<file path="src/sv/aspd_pkg.sv">
`default_nettype none
package aspd_pkg;

    localparam int SHORT_WINDOW = 5;
    localparam int LONG_WINDOW  = 10;
    localparam int COUNTER_BITS = 32;

    localparam int SHORT_IDX_W  = (SHORT_WINDOW > 1) ? $clog2(SHORT_WINDOW) : 1;
    localparam int LONG_IDX_W   = (LONG_WINDOW > 1) ? $clog2(LONG_WINDOW) : 1;
    localparam int SHORT_FILL_W = $clog2(SHORT_WINDOW + 1);
    localparam int LONG_FILL_W  = $clog2(LONG_WINDOW + 1);

    localparam int CPR_W    = 21;
    localparam int DIV_BITS = 58;
    localparam int DEN_BITS = 37;
    localparam int DCNT_W   = $clog2(DIV_BITS);

    localparam logic [25:0]      MRPM_SCALE = 26'd60000000;
    localparam logic [CPR_W-1:0] MAX_CPR    = 21'd1048576;

    localparam logic [2:0] CFG_CPR       = 3'd0;
    localparam logic [2:0] CFG_INVERT    = 3'd1;
    localparam logic [2:0] CFG_MIN_DELTA = 3'd2;
    localparam logic [2:0] CFG_MAX_WIN   = 3'd3;
    localparam logic [2:0] CFG_TIMEOUT   = 3'd4;
    localparam logic [2:0] CFG_FILTER_TC = 3'd5;

    localparam logic OP_TICK     = 1'b0;
    localparam logic OP_SET_ZERO = 1'b1;

    typedef struct packed {
        logic        op;
        logic [31:0] counter_value;
    } in_item_t;

    typedef struct packed {
        logic signed [31:0] logical_pos;
        logic        [19:0] rev_offset;
        logic signed [31:0] tick_delta;
        logic signed [31:0] window_delta;
        logic        [15:0] measurement_period;
        logic signed [31:0] window_speed;
        logic signed [31:0] smoothed_speed;
        logic               speed_ready;
        logic signed [31:0] short_window_speed_mrpm;
        logic signed [31:0] long_window_speed_mrpm;
    } out_item_t;

    function automatic logic [31:0] sext_counter(input logic [31:0] v);
        logic [31:0] m;
        logic [31:0] r;
        m = 32'hFFFF_FFFF >> (32 - COUNTER_BITS);
        r = v & m;
        if (r[COUNTER_BITS-1])
        begin
            r = r | ~m;
        end
        return r;
    endfunction

    function automatic logic signed [31:0] sat32(input logic signed [58:0] x);
        if (x > 59'sd2147483647)
        begin
            return 32'sh7FFF_FFFF;
        end
        else if (x < -59'sd2147483648)
        begin
            return 32'sh8000_0000;
        end
        return x[31:0];
    endfunction

endpackage
`default_nettype wire

</file>
<file path="src/sv/aspd_div.sv">
`default_nettype none
module aspd_div
    import aspd_pkg::*;
(
    input  wire logic                clk,
    input  wire logic                rst_n,
    input  wire logic                start,
    input  wire logic [DIV_BITS-1:0] dividend,
    input  wire logic [DEN_BITS-1:0] divisor,
    output logic                     busy,
    output logic                     done,
    output logic [DIV_BITS-1:0]      quotient,
    output logic [DEN_BITS-1:0]      remainder
);

    logic [DEN_BITS-1:0] rem_reg;
    logic [DIV_BITS-1:0] quo_reg;
    logic [DEN_BITS-1:0] dvs_reg;
    logic [DCNT_W-1:0]   cnt_reg;
    logic                busy_reg;
    logic                done_reg;

    logic [DEN_BITS:0]   trial;
    logic                ge;

    // one restoring step: shift in the next dividend bit, subtract if it fits
    assign trial = {rem_reg, quo_reg[DIV_BITS-1]};
    assign ge    = (trial >= {1'b0, dvs_reg});

    always_ff @(posedge clk or negedge rst_n)
    begin
        if (!rst_n)
        begin
            rem_reg  <= '0;
            quo_reg  <= '0;
            dvs_reg  <= '0;
            cnt_reg  <= '0;
            busy_reg <= 1'b0;
            done_reg <= 1'b0;
        end
        else
        begin
            if (start)
            begin
                rem_reg  <= '0;
                quo_reg  <= dividend;
                dvs_reg  <= divisor;
                cnt_reg  <= DCNT_W'(DIV_BITS - 1);
                busy_reg <= 1'b1;
                done_reg <= 1'b0;
            end
            else if (busy_reg)
            begin
                rem_reg  <= ge ? DEN_BITS'(trial - {1'b0, dvs_reg}) : trial[DEN_BITS-1:0];
                quo_reg  <= {quo_reg[DIV_BITS-2:0], ge};
                done_reg <= (cnt_reg == '0);
                if (cnt_reg == '0)
                begin
                    busy_reg <= 1'b0;
                end
                else
                begin
                    cnt_reg <= cnt_reg - 1'b1;
                end
            end
            else
            begin
                done_reg <= 1'b0;
            end
        end
    end

    assign busy      = busy_reg;
    assign done      = done_reg;
    assign quotient  = quo_reg;
    assign remainder = rem_reg;

endmodule
`default_nettype wire

</file>
<file path="config.mk">
export PLATFORM = sky130hd
export DESIGN_NAME = aspd_div
export DESIGN_NICKNAME = d
export VERILOG_FILES = /design/src/sv/aspd_pkg.sv /design/src/sv/aspd_div.sv
export SDC_FILE = /design/constraint.sdc
export NUM_CORES = 1
export LEC_CHECK = 0
export BUFFER_PORTS_ARGS = -buffer_cell sky130_fd_sc_hd__buf_2
export CORE_MARGIN = 4
export CORE_UTILIZATION = 41
export DETAILED_ROUTE_END_ITERATION = 6
export SLEW_MARGIN = 20
export SYNTH_ARGS = -nofsm -noshare
export SYNTH_HDL_FRONTEND = slang
export SYNTH_SLANG_ARGS = --single-unit
</file>
<file path="constraint.sdc">
create_clock -name clk -period 4.1 [get_ports clk]
set_input_delay 0.615 -clock clk [delete_from_list [all_inputs] [get_ports clk]]
set_output_delay 0.615 -clock clk [all_outputs]
set_load 0.01 [all_outputs]
</file>
**Yosys cells after proc, flatten, opt, wreduce, memory -nomap -nowiden**

Index checks and enable logic that the tools add are counted.

- Input port bits: 98
- Logic and storage cells: 26
- Output and inout port bits: 97
- Flip-flop bits (word level): 140

- Order comparisons: 1
- Mux-type cells: 13
- Eq/ne operators: 1
- Reductions and logical operators: 3
- $add $sub $neg: 2

Operators by type and width:

| kind | count |
|---|---|
| two-way mux 58 bit | 2 |
| two-way mux 37 bit | 3 |
| >= comparator 38 x 37 -> 1 bit | 1 |
| subtractor 37 bit | 1 |
| two-way mux 6 bit | 3 |
| logical NOT 6 bit | 1 |
| subtractor 6 x 1 -> 6 bit (second input constant) | 1 |
| two-way mux 1 bit | 5 |
| != test 2 bit (second input constant) | 1 |
| AND reduction 2 bit | 1 |
| nonzero test 2 bit | 1 |

**Logic depth before layout (Yosys ltp)**

- Depth after elaboration: 4
- Mapped depth: 14
- Mapped depth without buffers: 12

**Worst setup path after synthesis**

OpenSTA, ideal clock, no wires.

- Path type: flip-flop to flip-flop
- Start point: reg quo_reg[57], in the netlist quotient[57]
- End point: reg rem_reg[5], in the netlist remainder[5]
- Slack: 912 ps
- Arrival time: 3,089 ps
- Path buffers: 0
- Period minus slack after synthesis: 3,188 ps
- Cell stages (with the launch flop): 13
- Required time: 4,001 ps
- Setup time: 99 ps
- Path through: dfrtp_1 -> inv_1 -> ha_1 -> fa_1 -> nand2b_1 -> a21oi_2 -> o2111ai_4 -> a21oi_4 -> o22ai_2 -> o31a_1 -> o31a_1 -> or3_1 -> a311oi_1

- Cells in the longest elaborated chain, start to end: 4
- Elaborated cells between the ends (all ways): 5
- Classes of those cells: add/sub (1); order compare (1); mux (3)

Ends and longest elaborated chain:

| item | RTL line | RTL |
|---|---|---|
| start: declaration | aspd_div.sv:17 | `logic [DIV_BITS-1:0] quo_reg;` |
| start signal: assignment | aspd_div.sv:46 | `quo_reg <= dividend;` |
| start signal: assignment | aspd_div.sv:55 | `quo_reg <= {quo_reg[DIV_BITS-2:0], ge};` |
| subtractor 37 bit or >= comparator 38 x 37 -> 1 bit (tied branches) | aspd_div.sv:54, aspd_div.sv:28 |  |
| two-way mux 37 bit * | aspd_div.sv:54 | `rem_reg <= ge ? DEN_BITS'(trial - {1'b0, dvs_reg}) : trial[DEN_BITS-1:0];` |
| two-way mux 37 bit * | aspd_div.sv:52 | `else if (busy_reg)` |
| two-way mux 37 bit * | aspd_div.sv:43 | `if (start)` |
| end signal: assignment | aspd_div.sv:54 |  |
| end: declaration | aspd_div.sv:16 | `logic [DEN_BITS-1:0] rem_reg;` |

Every way passes the cells marked *; elsewhere a longest branch is shown, timed or not. The select of a mux whose other input is x is not followed.
A chain may end at the register's enable or synchronous reset.

**Worst setup path after layout**

- Start point: reg quo_reg[57], in the netlist quotient[57]
- End point: reg rem_reg[33], in the netlist remainder[33]

The elaborated chain is that of the path after synthesis.

==> flow_summary.ini <==
[status]
status = complete, no violations

[detailed_routing]
first_iter_violations = 504
vias_per_cell = 5.29
wirelength_um = 23400
firstDrtPassIters = 5
antenna_left = 0
vias = 7504
avgRoutedWirePerCell_um = 16.5
drc = 0

[finish]
antenna_cells = 0
nFillCells = 1963
multi_input_area_um2 = 4480
final_common_cell = buf_2
largest_reg_flops = 58
syn_to_final_growth_pct = 21.4
ff_latch_area_um2 = 3510
final_cell_mix = 192 x buf_2, 169 x nand2_1, 139 x dfrtp_1
drive_above_1_share_pct = 21.9
finalInstanceArea_um2 = 10200
num-nets-final = 1273

[critical_path]
end_kind = flop
path_class = flop to flop
start_kind = flop
startpoint = quotient[57]
endpoint = remainder[33]
worstPathRequired_ps = 4420
rr_endpoint = remainder[33]
r2r_cells = 13
r2r_start = quotient[57]
r2r_slack_ps = 530
path_max_fanout = 13
cp.arrival_ps = 3890

[global_routing]
grt_overflow = 0
grt_pass1_vias = 7057
grt_start_max_net_pins = 77
antenna_found_initial = 0
track_usage_pct = 20.2
grt_pass1_wl_um = 36800

[power]
p_seq_share_pct = 30.3
switching_power_mw = 2.27
p_int_mw = 3.57
p_comb_share_pct = 40.8
clkPwrFrac_pct = 28.9
p_sw_share_pct = 38.9
power_leakage_nw = 5.44
irDropWorstVdd_mv = 0.379
p_per_area_nw_per_um2 = 572

[placed_design]
io_buffers = 194
placed_area_um2 = 9580
dp_hpwl_um = 17100
routabilityCongestion = 0.863

[cts]
root_buffer = clkbuf_16
cts_setup_buffers = 0
numClockSinks = 140
htreeDepth = 4
clk_latency_ps = 430
cts_made_buffers = 17
clock_path_buffers = 2
holdBufCountCts = 0
clk_pin_slew_ps = 70
post_cts_resized = 0
cts_tree = yes

[yosys]
synth_area_um2 = 8410
synth_nets = 1112
syn_inst = 974
yosys_warnings = 0
synth-edff-count = 0
ys_ff_latch = 140
postSynthAreaPerCell_um2 = 8.64
async_flop_share_pct = 100
ys.flop_type = dfrtp_1
yosysUniqueCellTypes = 58
ys_seq_area_share_pct = 41.6

[floorplan]
fp.dieW_um = 151
die_h_um = 151
dieArea_um2 = 22900
core_um2 = 20200
num_io_pins = 195
row_count = 52
start_util_pct = 41.6

[timing]
worst_slew_pin_slew_ps = 938
fmax_mhz = 280
min_period_over_period_pct = 87.1
drv_slew = 0
setup_viol = 0
hold_viol = 0
grt_setup_unrepaired = no
relSlewSlack_pct = 37.4
clock_skew_ps = 14.7
fin_crit_ps = 3570
finalSetupTns_ps = 0

[flow_run]
max-cap-violations = 0

[worst_hold_path]
hold_path.class = primary input to async pin
==> cell usage after synthesis, types with 2 or more instances <==
cell / number / share of area (%)
nand2_1: 169 / 7.5
dfrtp_1: 140 / 42
o21ai_0: 116 / 6.9
nor2_1: 69 / 3.1
mux2i_1: 60 / 7.1
inv_1: 51 / 2.3
clkbuf_1: 49 / 2.2
a21oi_1: 47 / 2.8
ha_1: 39 / 5.8
nand3_1: 28 / 1.7
a311oi_1: 26 / 2.7
xnor2_1: 23 / 2.4
a21o_1: 14 / 1.2
nor3_1: 14 / 0.83
nand4_1: 10 / 0.74
and3_1: 9 / 0.67
xor2_1: 9 / 0.94
buf_2: 8 / 0.48
nand2b_1: 6 / 0.45
a41oi_1: 5 / 0.52
buf_1: 5 / 0.22
nor2b_1: 5 / 0.37
o211ai_1: 5 / 0.45
o311a_1: 5 / 0.59
o31ai_1: 5 / 0.45
nor4_1: 4 / 0.30
o21bai_1: 4 / 0.36
or2_2: 4 / 0.30
and4_1: 3 / 0.31
o21a_1: 3 / 0.27
or3_1: 3 / 0.22
a2111oi_0: 2 / 0.21
a211o_1: 2 / 0.21
a211oi_1: 2 / 0.18
a221oi_1: 2 / 0.21
a2bb2oi_1: 2 / 0.21
a31oi_1: 2 / 0.15
o21ai_1: 2 / 0.12
o311ai_0: 2 / 0.21
o31a_1: 2 / 0.21
==> routing by layer <==
metal / routed length, um / GRT usage, % / up-vias
met1: 11000 / 28.1 / 3558
met5: 0 / 0 / -
li1: - / - / 3745
met2: 10700 / 32.5 / 190
met3: 1440 / 4.34 / 11
met4: 150 / 4.13 / 0
==> area by class of cell <==
class                      instances  share of cell area, %
timing repair buffer             204                   10.4
sequential                       140                   34.3
multi-input combinational        721                   43.9
tap                              270                   3.31
clock inverter                    15                   2.03
clock buffer                      17                   4.17
inverter                          51                   1.87
==> logic make-up (layout without fill, tap and decap cells) <==
kind of cell             Yosys count  in the layout  synth area share, %
AND/OR/NAND/NOR                  330            330                 17.1
AO/OA/AOI/OAI                    258            258                 19.4
flip-flops                       140            140                 41.6
buffers and inverters            113            287                 5.16
multiplexers                      61             61                 7.27
adder cells (fa/ha/maj)           40             40                 6.04
XOR/XNOR                          32             32                 3.33
==> worst min path at each step <==
stage               slack (ps)           end  depth (start not counted)
finish                     170  quotient[15]                          1
global route               200  quotient[15]                          1
CTS                        190  quotient[16]                          1
detailed placement         510    dvs_reg[0]                          1
global placement           500    dvs_reg[0]                          1
floorplan                  320          busy                          0
==> worst max-delay path: stages, from the launching register on <==
cell and delay, ps:
dfrtp_1 390, inv_1 60, ha_1 220, fa_1 380
nand2b_1 200, a21oi_2 270, o2111ai_4 190, a21oi_4 210
o22ai_2 130, o31a_1 320, o31a_1 400, buf_4 240
a41o_1 250, a31o_2 210
==> power groups by stage <==
stage               clock network, mW  logic (mW)  registers [mW]
detailed placement                  0        2.37            1.79
CTS                              1.73        2.39            1.77
global placement                    0        2.37            1.79
floorplan                           0        1.61            1.83
finish                           1.69        2.38            1.77
global route                     1.78        2.66            1.80
==> metrics by stage <==
stage	total power, mW	std cells	setup WS [ps]	util, %	hold WS [ps]
after global placement	4.16	1386	643	47.3	498
after CTS	5.89	1418	527	50.5	189
after detailed placement	4.17	1386	540	47.3	510
after global routing	6.25	1418	289	50.5	202
final	5.84	1418	531	50.5	170
after floorplan	3.43	974	912	-	319
(Power assumes the default switching activity.)
